`config.mk`:
```
export PLATFORM = sky130hd
export DESIGN_NAME = fsoi_ctrl
export DESIGN_NICKNAME = d
export VERILOG_FILES = /design/src/design/fixed_step_object_integrator_unit_assert.svh /design/src/design/fsoi_pkg.sv /design/src/design/fsoi_ctrl.sv
export SDC_FILE = /design/constraint.sdc
export NUM_CORES = 1
export LEC_CHECK = 0
export BUFFER_PORTS_ARGS = -buffer_cell sky130_fd_sc_hd__buf_2
export CAP_MARGIN = 5
export CELL_PAD_IN_SITES_DETAIL_PLACEMENT = 1
export CELL_PAD_IN_SITES_GLOBAL_PLACEMENT = 2
export CORE_MARGIN = 5
export CORE_UTILIZATION = 25
export DETAILED_ROUTE_END_ITERATION = 7
export GPL_TIMING_DRIVEN = 0
export PLACE_DENSITY_LB_ADDON = 0.12
export SYNTH_ARGS = -nofsm -noshare
export SYNTH_HDL_FRONTEND = slang
export SYNTH_SLANG_ARGS = --single-unit
```
`constraint.sdc`:
```
create_clock -name clk -period 2.8 [get_ports clk]
set_clock_uncertainty 0.05 [all_clocks]
set_input_delay 0.56 -clock clk [delete_from_list [all_inputs] [get_ports clk]]
set_output_delay 0.56 -clock clk [all_outputs]
set_load 0.01 [all_outputs]
```
`src/design/fixed_step_object_integrator_unit_assert.svh`:
```
// Assertion macros shared by the integrator RTL.
// Each macro expects clk and rst_n to be visible where it is used.
`ifndef FIXED_STEP_OBJECT_INTEGRATOR_UNIT_ASSERT_SVH
`define FIXED_STEP_OBJECT_INTEGRATOR_UNIT_ASSERT_SVH

// Same-cycle implication, checked outside reset.
`define FSOI_ASSERT_NOW(label, ante, cons, msg) \
  label: assert property (@(posedge clk) disable iff (!rst_n) (ante) |-> (cons)) \
    else $error(msg);

// Next-cycle implication, checked outside reset.
`define FSOI_ASSERT_NEXT(label, ante, cons, msg) \
  label: assert property (@(posedge clk) disable iff (!rst_n) (ante) |=> (cons)) \
    else $error(msg);

`endif

```
`src/design/fsoi_pkg.sv`:
```
`default_nettype none

package fsoi_pkg;

  // Table size default.
  localparam int SLOTS_DEF = 64;

  // Field widths.
  localparam int ACT_W     = 2;
  localparam int SID_W     = 6;
  localparam int POS_W     = 32;
  localparam int STEP_W    = 21;
  localparam int STEP_FRAC = 20;
  localparam int ELAPSED_W = 24;
  localparam int BANK_W    = 25;
  localparam int ST_W      = 2;
  localparam int ACNT_W    = 7;

  localparam logic [STEP_W-1:0] STEP_RESET = 21'd17476;

  // Action codes.
  localparam logic [ACT_W-1:0] ACT_ADD     = 2'd0;
  localparam logic [ACT_W-1:0] ACT_REMOVE  = 2'd1;
  localparam logic [ACT_W-1:0] ACT_ADVANCE = 2'd2;
  localparam logic [ACT_W-1:0] ACT_READ    = 2'd3;

  // Status codes.
  localparam logic [ST_W-1:0] ST_OK         = 2'd0;
  localparam logic [ST_W-1:0] ST_FULL       = 2'd1;
  localparam logic [ST_W-1:0] ST_NOT_ACTIVE = 2'd2;

  // One input word.
  typedef struct packed {
    logic [ACT_W-1:0]        action;
    logic [SID_W-1:0]        slot_id;
    logic signed [POS_W-1:0] start_x;
    logic signed [POS_W-1:0] start_y;
    logic signed [POS_W-1:0] speed_x;
    logic signed [POS_W-1:0] speed_y;
    logic [ELAPSED_W-1:0]    elapsed;
  } in_word_t;

  // One result word.
  typedef struct packed {
    logic [ST_W-1:0]         status;
    logic [SID_W-1:0]        slot_used;
    logic signed [POS_W-1:0] read_x;
    logic signed [POS_W-1:0] read_y;
    logic [BANK_W-1:0]       steps_taken;
    logic [ACNT_W-1:0]       active_count;
  } out_word_t;

  // Commands from the controller to the datapath.
  typedef struct packed {
    logic            capture;
    logic            scan_clr;
    logic            scan_inc;
    logic            add_commit;
    logic            remove_commit;
    logic            div_start;
    logic            bank_load;
    logic            sweep_issue;
    logic            read_issue;
    logic            emit;
    logic [ST_W-1:0] status;
  } ctrl_cmd_t;

  // Status from the datapath to the controller.
  typedef struct packed {
    logic full;
    logic scan_free;
    logic scan_last;
    logic slot_ok;
    logic div_busy;
    logic steps_zero;
    logic pipe_busy;
  } dp_stat_t;

endpackage

`default_nettype wire

```
`src/design/fsoi_ctrl.sv`:
```
`default_nettype none

// Controller: sequences each action through the datapath.
module fsoi_ctrl (
  input  wire logic                       clk,
  input  wire logic                       rst_n,
  input  wire logic                       start,
  input  wire logic [fsoi_pkg::ACT_W-1:0] in_action,
  input  wire fsoi_pkg::dp_stat_t         stat,
  output fsoi_pkg::ctrl_cmd_t             cmd,
  output logic                            busy
);

  localparam logic [2:0] S_IDLE  = 3'd0;
  localparam logic [2:0] S_ADD   = 3'd1;
  localparam logic [2:0] S_REM   = 3'd2;
  localparam logic [2:0] S_READ  = 3'd3;
  localparam logic [2:0] S_DIV   = 3'd4;
  localparam logic [2:0] S_SWEEP = 3'd5;
  localparam logic [2:0] S_DRAIN = 3'd6;
  localparam logic [2:0] S_DONE  = 3'd7;

  logic [2:0]                state_r, state_nxt;
  logic [fsoi_pkg::ST_W-1:0] status_r, status_nxt;

  always_ff @(posedge clk) begin
    if (!rst_n) begin
      state_r  <= S_IDLE;
      status_r <= fsoi_pkg::ST_OK;
    end else begin
      state_r  <= state_nxt;
      status_r <= status_nxt;
    end
  end

  // Next state and commands.
  always_comb begin
    cmd        = '0;
    cmd.status = status_r;
    state_nxt  = state_r;
    status_nxt = status_r;
    unique case (state_r)
      S_IDLE: begin
        if (start) begin
          cmd.capture = 1'b1;
          unique case (in_action)
            fsoi_pkg::ACT_ADD: begin
              cmd.scan_clr = 1'b1;
              state_nxt    = S_ADD;
            end
            fsoi_pkg::ACT_REMOVE: begin
              state_nxt = S_REM;
            end
            fsoi_pkg::ACT_ADVANCE: begin
              cmd.div_start = 1'b1;
              state_nxt     = S_DIV;
            end
            fsoi_pkg::ACT_READ: begin
              state_nxt = S_READ;
            end
          endcase
        end
      end
      S_ADD: begin
        priority if (stat.full) begin
          status_nxt = fsoi_pkg::ST_FULL;
          state_nxt  = S_DONE;
        end else if (stat.scan_free) begin
          cmd.add_commit = 1'b1;
          status_nxt     = fsoi_pkg::ST_OK;
          state_nxt      = S_DONE;
        end else begin
          cmd.scan_inc = 1'b1;
        end
      end
      S_REM: begin
        if (stat.slot_ok) begin
          cmd.remove_commit = 1'b1;
          status_nxt        = fsoi_pkg::ST_OK;
        end else begin
          status_nxt = fsoi_pkg::ST_NOT_ACTIVE;
        end
        state_nxt = S_DONE;
      end
      S_READ: begin
        if (stat.slot_ok) begin
          cmd.read_issue = 1'b1;
          status_nxt     = fsoi_pkg::ST_OK;
        end else begin
          status_nxt = fsoi_pkg::ST_NOT_ACTIVE;
        end
        state_nxt = S_DONE;
      end
      S_DIV: begin
        status_nxt = fsoi_pkg::ST_OK;
        if (!stat.div_busy) begin
          cmd.bank_load = 1'b1;
          if (stat.steps_zero) begin
            state_nxt = S_DONE;
          end else begin
            cmd.scan_clr = 1'b1;
            state_nxt    = S_SWEEP;
          end
        end
      end
      S_SWEEP: begin
        cmd.sweep_issue = 1'b1;
        if (stat.scan_last) begin
          state_nxt = S_DRAIN;
        end
      end
      S_DRAIN: begin
        if (!stat.pipe_busy) begin
          state_nxt = S_DONE;
        end
      end
      S_DONE: begin
        cmd.emit  = 1'b1;
        state_nxt = S_IDLE;
      end
    endcase
  end

  assign busy = (state_r != S_IDLE);

endmodule

`default_nettype wire

```
==> results.sh, run 1 <==
export IMPL_fin_hold_ws_ps=418
export IMPL_antenna_found_initial=0
export IMPL_grt_overflow=0
export IMPL_final_cells=125
export IMPL_synth_simple_gate_area_share_pct=29.2
export IMPL_gr_usage_all_layers_pct=11.2
export IMPL_port_buffers=24
export IMPL_number_of_failing_hold_endpoints_at_the_final_stage=0
export IMPL_placedCellCount=121
export IMPL_adder_cell_share_of_the_synthesized_area_pct=11.7
export IMPL_vdd_ir_drop_max_uv=435
export IMPL_fp_row_count=16
export IMPL_timing_final_crit_share_pct=77.0
export IMPL_final_min_clock_period_ps=2160
export IMPL_core_region_area_um2=2000
export IMPL_relSlewSlack_pct=69.0
export IMPL_antennaDiodeCount=0
export IMPL_cts_tree="built"
export IMPL_wl_cell_um=12.1
export IMPL_worst_setup_path_end_kind="primary output"
export IMPL_holdBufCountCts=0
export IMPL_number_of_max_cap_violations=0
export IMPL_detailed_place_hpwl_um=1210
export IMPL_floorplan_initialDensity_pct=26.8
export IMPL_ys_warn_count=0
export IMPL_drt_initial_drc_count=4
export IMPL_grt_first_pass_wirelength_um=2790
export IMPL_worst_path_max_fanout=9
export IMPL_max_clock_path_buffers=2
export IMPL_wp_data_required_ps=2190
export IMPL_post_place_ws_ps=865
export IMPL_die_width_um=56.3
export IMPL_holdCritPathClass="flip-flop to flip-flop"
export IMPL_area_delta_synth_final_pct=33.6
export IMPL_insertion_delay_of_the_later_clocked_pin_in_the_worst_skew_pair_ps=250
export IMPL_pwr_density_cell_nw_per_um2=831
export IMPL_holdPathStages=2
export IMPL_clock_tree_htree_level_count=1
export IMPL_die_height_um=56.3
export IMPL_clockRootBuffer="sky130_fd_sc_hd__clkbuf_4"
export IMPL_maximum_number_of_pins_on_one_net_before_global_route_repair=11
export IMPL_synth_compound_area_share_pct=22.7
export IMPL_share_of_layout_cells_above_drive_strength_1_pct=36.7
export IMPL_crit_path_start_kind="flip-flop"
export IMPL_placer_congestion=0.677
export IMPL_fraction_of_synthesized_cell_area_in_xor_and_xnor_cells_pct=0
export IMPL_via_count=574
export IMPL_postLayoutSetupSlackWorst_ps=643
export IMPL_detail_route_first_pass_iterations=4
export IMPL_clock_sink_count=5
export IMPL_drcViolationCount=0
export IMPL_unrepaired_setup_endpoints_after_global_routing="no"
export IMPL_clk_transition_reported_paths_ps=50
export IMPL_totalNegativeSetupSlack_ps=0
export IMPL_io_pins=25
export IMPL_tritoncts_num_buffers=3
export IMPL_criticalPathCategory="flip-flop to primary output"
export IMPL_post_synth_inst_count=70
export IMPL_mappedNetlistNets=87
export IMPL_synth_seq_area_share_pct=18.7
export IMPL_layout_filler_cells=270
export IMPL_timing_max_transition_violations_final=0
export IMPL_antenna_violating_nets_post_route=0
export IMPL_power_static_leakage_uw=0.000366
export IMPL_r2r_worst_path_cells=5
export IMPL_syn_area_per_cell_um2=7.65
export IMPL_layout_nets=116
export IMPL_synthesis_area_um2=536
export IMPL_postSynthRegisterBits=5
export IMPL_post_cts_resized=0
export IMPL_setup_viol_count_final=0
export IMPL_tightestPinTransition_ps=461
export IMPL_main_combinational_cell_family_by_area_after_synthesis="simple AND/OR/NAND/NOR gates"
export IMPL_grt_pass1_vias=634
export IMPL_critPathArrivalTime_ps=1550
export IMPL_ys_types=28
export IMPL_routed_wl_um=1510
export IMPL_cts_post_setup_buffers_inserted=0
export IMPL_routed_via_density=4.59
export IMPL_final_util_pct=35.8
export IMPL_post_synth_mux_area_share_pct=6.54
export IMPL_max_clock_freq_ghz=0.464
export IMPL_outcome="finished clean"
export IMPL_full_die_area_um2=3170
power breakdown:
part	total, uW	internal, uW	switching, uW	leakage, uW
clock	87.6	54.1	33.5	0.0000150
combinational	395	169	226	0.000309
sequential	113	96.7	15.9	0.0000414
final timing paths:
kind                     from           to  slack [ps]
setup / recovery   state_r[0]      cmd[10]         640
hold reg to reg   status_r[1]  status_r[1]         420
setup reg to reg   state_r[0]   state_r[1]        1410
hold / removal    status_r[1]  status_r[1]         420
cells in the mapped netlist (all sizes together):
cell type	instances	share of area [%]
and2	2	2.3
a22o	1	1.6
a211oi	1	1.4
nor3b	1	1.4
mux2i	2	3.7
ha	5	12
mux2	1	2.8
o21a	1	1.4
a21oi	5	5.4
nor3	5	4.7
nor2b	1	1.2
nand2	4	2.8
o21ai	6	5.6
buf	5	6.3
nand3	2	1.9
o32ai	1	1.6
nor2	4	2.8
inv	7	4.9
and3	3	3.5
nor4	1	4.0
nand2b	4	4.7
o311ai	1	1.6
o22ai	1	2.3
dfxtp	5	19
a221oi	1	1.6
stage by stage:
stage          total power, uW  area, um^2
5_1_grt                    666         716
6_report                   595         716
2_1_floorplan              403         536
4_1_cts                    606         716
3_5_place_dp               513         689
3_3_place_gp               517         689
kinds of logic after synthesis:
logic type                 Yosys count
and+or+nand+nor                     27
AOI/OAI and AO/OA                   18
buffers and inverters               12
adders and majority gates            5
DFF                                  5
muxes                                3
routing by layer:
metal | share of wire [%] | vias up | wire [um] | track usage (%)
met3 | 5.8 | 4 | 87 | 3.67
li1 | - | 298 | - | -
met2 | 44 | 14 | 667 | 17.2
met1 | 49 | 258 | 737 | 14.1
met5 | 0 | - | 0 | 0
met4 | 0.93 | 0 | 14 | 5.08
critical path: stages, from the launching register on:
cell and delay [ps]:
sky130_fd_sc_hd__dfxtp_1 290, sky130_fd_sc_hd__buf_2 170, sky130_fd_sc_hd__nor3_1 380, sky130_fd_sc_hd__and2_1 210
sky130_fd_sc_hd__a22o_1 130, sky130_fd_sc_hd__buf_2 120
registers in the layout (all words and copies together), names as in the netlist:
name / flops
state_r: 3
status_r: 2
cell usage in the layout, fill, tap and decap left out, types with 3 or more instances in the layout:
cell / instances
sky130_fd_sc_hd__a21oi_1: 4
sky130_fd_sc_hd__and3_1: 3
sky130_fd_sc_hd__buf_2: 27
sky130_fd_sc_hd__clkbuf_4: 3
sky130_fd_sc_hd__dfxtp_1: 5
sky130_fd_sc_hd__ha_1: 5
sky130_fd_sc_hd__inv_1: 7
sky130_fd_sc_hd__nand2_1: 4
sky130_fd_sc_hd__nand2b_1: 4
sky130_fd_sc_hd__nor2_1: 4
sky130_fd_sc_hd__nor3_1: 5
sky130_fd_sc_hd__o21ai_0: 6
layout make-up:
cell class              count  area [um^2]  area share (%)
well taps                  27         33.8            4.72
repair buffers             24          120            16.8
plain buffers               5         33.8            4.72
multi-input cells          53          375            52.4
inverters                   7         26.3            3.67
flip-flops and latches      5          100            14.0
clock buffers               4         26.3            3.67
No activity file was read; power rests on OpenSTA's default activity.
==> run 2: changes to the inputs <==
--- a/config.mk
+++ b/config.mk
@@ -5,12 +5,13 @@
 export SDC_FILE = /design/constraint.sdc
 export NUM_CORES = 1
 export LEC_CHECK = 0
+export ABC_AREA = 1
 export BUFFER_PORTS_ARGS = -buffer_cell sky130_fd_sc_hd__buf_2
 export CAP_MARGIN = 5
 export CELL_PAD_IN_SITES_DETAIL_PLACEMENT = 1
 export CELL_PAD_IN_SITES_GLOBAL_PLACEMENT = 2
 export CORE_MARGIN = 5
-export CORE_UTILIZATION = 25
+export CORE_UTILIZATION = 21
 export DETAILED_ROUTE_END_ITERATION = 7
 export GPL_TIMING_DRIVEN = 0
 export PLACE_DENSITY_LB_ADDON = 0.12
==> constraint.sdc (replaced) <==
create_clock -name clk -period 2.2 [get_ports clk]
set_clock_uncertainty 0.05 [all_clocks]
set_input_delay 0.44 -clock clk [delete_from_list [all_inputs] [get_ports clk]]
set_output_delay 0.44 -clock clk [all_outputs]
set_load 0.01 [all_outputs]
==> run 2 against run 1 <==
Against the previous run:
- cell count up 10%
- count of clock-buffer cells in the layout unchanged
- sequential cell count did not move
- first-iteration DRC count up 75%
- register-to-register slack worse by 500 ps
- die area rose by 11%
- critical endpoint unchanged
- final area shrank 3.3%
- synthesized cell count is 17% higher
==> results.sh, run 2 <==
export IMPL_synth_simple_gate_area_share_pct=45.6
export IMPL_regMostFlops="state_r"
export IMPL_share_of_layout_cells_above_drive_strength_1_pct=38.2
export IMPL_crit_chain="nor2_2 -> nand2_2 -> inv_2 -> nand2_1 -> inv_1 -> nand2_1 -> o31ai_1 -> buf_2"
export IMPL_die_width_um=59.3
export IMPL_number_of_flip_flops_under_the_largest_register_name=3
export IMPL_routed_wl_um=1540
export IMPL_clock_tree_htree_level_count=1
export IMPL_layout_filler_cells=310
export IMPL_port_buffers=24
export IMPL_relSlewSlack_pct=79.7
export IMPL_area_delta_synth_final_pct=35.5
export IMPL_tritoncts_num_buffers=3
export IMPL_cts_post_setup_buffers_inserted=0
export IMPL_criticalPathCategory="flip-flop to primary output"
export IMPL_holdBufCountCts=0
export IMPL_final_cells=138
export IMPL_io_pins=25
export IMPL_number_of_failing_hold_endpoints_at_the_final_stage=0
export IMPL_ys_warn_count=0
export IMPL_routed_via_density=4.34
export IMPL_synth_most_common_cell="sky130_fd_sc_hd__nand2_1"
export IMPL_synth_compound_area_share_pct=10.5
export IMPL_grt_first_pass_wirelength_um=2660
export IMPL_crit_slowest_cell="sky130_fd_sc_hd__dfxtp_1"
export IMPL_post_cts_resized=0
export IMPL_fraction_of_synthesized_cell_area_in_xor_and_xnor_cells_pct=0
export IMPL_worst_path_max_fanout=6
export IMPL_fin_total_pwr_uw=776
export IMPL_drcViolationCount=0
export IMPL_ys_flop_type="sky130_fd_sc_hd__dfxtp_1"
export IMPL_post_synth_mux_area_share_pct=0
export IMPL_setup_viol_count_final=0
export IMPL_crit_path_max_incr_delay_ps=390
export IMPL_gr_usage_all_layers_pct=9.95
export IMPL_floorplan_initialDensity_pct=22.4
export IMPL_syn_area_per_cell_um2=6.23
export IMPL_totalNegativeSetupSlack_ps=0
export IMPL_die_height_um=59.3
export IMPL_post_synth_inst_count=82
export IMPL_synth_edf_count=0
export IMPL_post_place_ws_ps=503
export IMPL_critPathArrivalTime_ps=1440
export IMPL_fp_row_count=17
export IMPL_antennaDiodeCount=0
export IMPL_adder_cell_share_of_the_synthesized_area_pct=12.3
export IMPL_max_clock_path_buffers=2
export IMPL_wl_cell_um=11.2
export IMPL_detailed_place_hpwl_um=1350
export IMPL_power_static_leakage_uw=0.000414
export IMPL_outcome="finished clean"
export IMPL_highest_count_cells_in_the_layout_ignoring_fill_and_taps="25 x sky130_fd_sc_hd__buf_2, 20 x sky130_fd_sc_hd__nand2_1, 11 x sky130_fd_sc_hd__inv_1, 8 x sky130_fd_sc_hd__nor2_1, 8 x sky130_fd_sc_hd__nand3_1"
export IMPL_timing_final_crit_share_pct=87.9
export IMPL_drt_initial_drc_count=7
export IMPL_maximum_number_of_pins_on_one_net_before_global_route_repair=10
export IMPL_vdd_ir_drop_max_uv=386
export IMPL_wp_data_required_ps=1710
export IMPL_critPathTopFamily="simple AND/OR/NAND/NOR gates"
export IMPL_ys_types=20
export IMPL_antenna_found_initial=0
export IMPL_pwr_density_cell_nw_per_um2=1120
export IMPL_proportion_of_register_bits_with_asynchronous_set_or_reset_after_synthesis_pct=0
export IMPL_full_die_area_um2=3520
export IMPL_placedCellCount=134
export IMPL_clockRootBuffer="sky130_fd_sc_hd__clkbuf_4"
export IMPL_synth_seq_area_share_pct=19.6
export IMPL_top_regs="state_r: 3 flops, status_r: 2 flops"
export IMPL_yosysTopAreaCell="sky130_fd_sc_hd__dfxtp_1"
export IMPL_postLayoutSetupSlackWorst_ps=266
export IMPL_grt_pass1_vias=613
export IMPL_layout_nets=128
export IMPL_worst_setup_path_end_kind="primary output"
export IMPL_via_count=599
export IMPL_placer_congestion=0.696
export IMPL_crit_path_start_kind="flip-flop"
export IMPL_crit_path_frequent_cell="sky130_fd_sc_hd__nand2_1"
export IMPL_clk_transition_reported_paths_ps=50
export IMPL_main_combinational_cell_family_by_area_after_synthesis="simple AND/OR/NAND/NOR gates"
export IMPL_max_clock_freq_ghz=0.517
export IMPL_insertion_delay_of_the_later_clocked_pin_in_the_worst_skew_pair_ps=250
export IMPL_final_common_cell="sky130_fd_sc_hd__buf_2"
export IMPL_tightestPinTransition_ps=304
export IMPL_synthTopCellsByArea="sky130_fd_sc_hd__dfxtp_1 20%, sky130_fd_sc_hd__nand2_1 15%, sky130_fd_sc_hd__ha_1 12%"
export IMPL_postSynthRegisterBits=5
export IMPL_timing_max_transition_violations_final=0
export IMPL_detail_route_first_pass_iterations=2
export IMPL_critical_path_n_buffers_inverters=3
export IMPL_mappedNetlistNets=99
export IMPL_unrepaired_setup_endpoints_after_global_routing="no"
export IMPL_number_of_max_cap_violations=0
export IMPL_most_common_library_cells_after_synthesis="20 x sky130_fd_sc_hd__nand2_1, 11 x sky130_fd_sc_hd__inv_1, 8 x sky130_fd_sc_hd__nand3_1, 8 x sky130_fd_sc_hd__nor2_1"
export IMPL_synthDominantCellAreaShare_pct=19.6
export IMPL_antenna_violating_nets_post_route=0
export IMPL_cts_tree="built"
export IMPL_clock_sink_count=5
export IMPL_holdCritPathClass="primary input to flip-flop"
export IMPL_core_region_area_um2=2280
export IMPL_grt_overflow=0
export IMPL_synthesis_area_um2=510
export IMPL_final_min_clock_period_ps=1930
-- run 2: report_power, final --
group	switching (uW)	internal (uW)
registers	43.6	124
logic	315	180
clock network	44.3	69.0
-- run 2: logic make-up after synthesis --
kind of cell	after synthesis
compound gates	9
fa+ha+maj	5
buf+inv	16
flops	5
simple gates	47
-- run 2: worst min-delay path, stage by stage --
cell,delay [ps]
sky130_fd_sc_hd__buf_2,100
sky130_fd_sc_hd__nand2_1,60
sky130_fd_sc_hd__nor2_1,40
-- run 2: layer usage --
layer | global-route usage, % | wire (um) | vias up
met2 | 15.8 | 719 | 12
li1 | - | - | 311
met3 | 4.14 | 93 | 0
met5 | 0 | 0 | -
met4 | 1.94 | 0 | 0
met1 | 12.6 | 731 | 276
-- run 2: path summary, 6_finish.rpt --
path | startpoint | end | cells past startpoint | slack (ps)
max reg2reg | state_r[0] | state_r[2] | 7 | 910
min reg2reg | status_r[1] | status_r[1] | 2 | 430
max | state_r[0] | cmd[10] | 8 | 270
min | rst_n | state_r[2] | 3 | 390
-- run 2: cell type report --
cell class	count	area, um^2	area share [%]
buffer	1	5.00	0.723
clock buffer	4	26.3	3.80
inverter	15	56.3	8.14
multi-input combinational	61	349	50.5
sequential	5	100	14.5
tap	28	35.0	5.06
timing repair buffer	24	120	17.4
-- run 2: through the flow --
step / util, % / instance area (um^2) / hold slack [ps]
2_1_floorplan: - / 510 / 450
3_3_place_gp: 29.2 / 666 / 418
3_5_place_dp: 29.2 / 666 / 434
4_1_cts: 30.4 / 692 / 387
5_1_grt: 30.4 / 692 / 389
6_report: 30.4 / 692 / 386
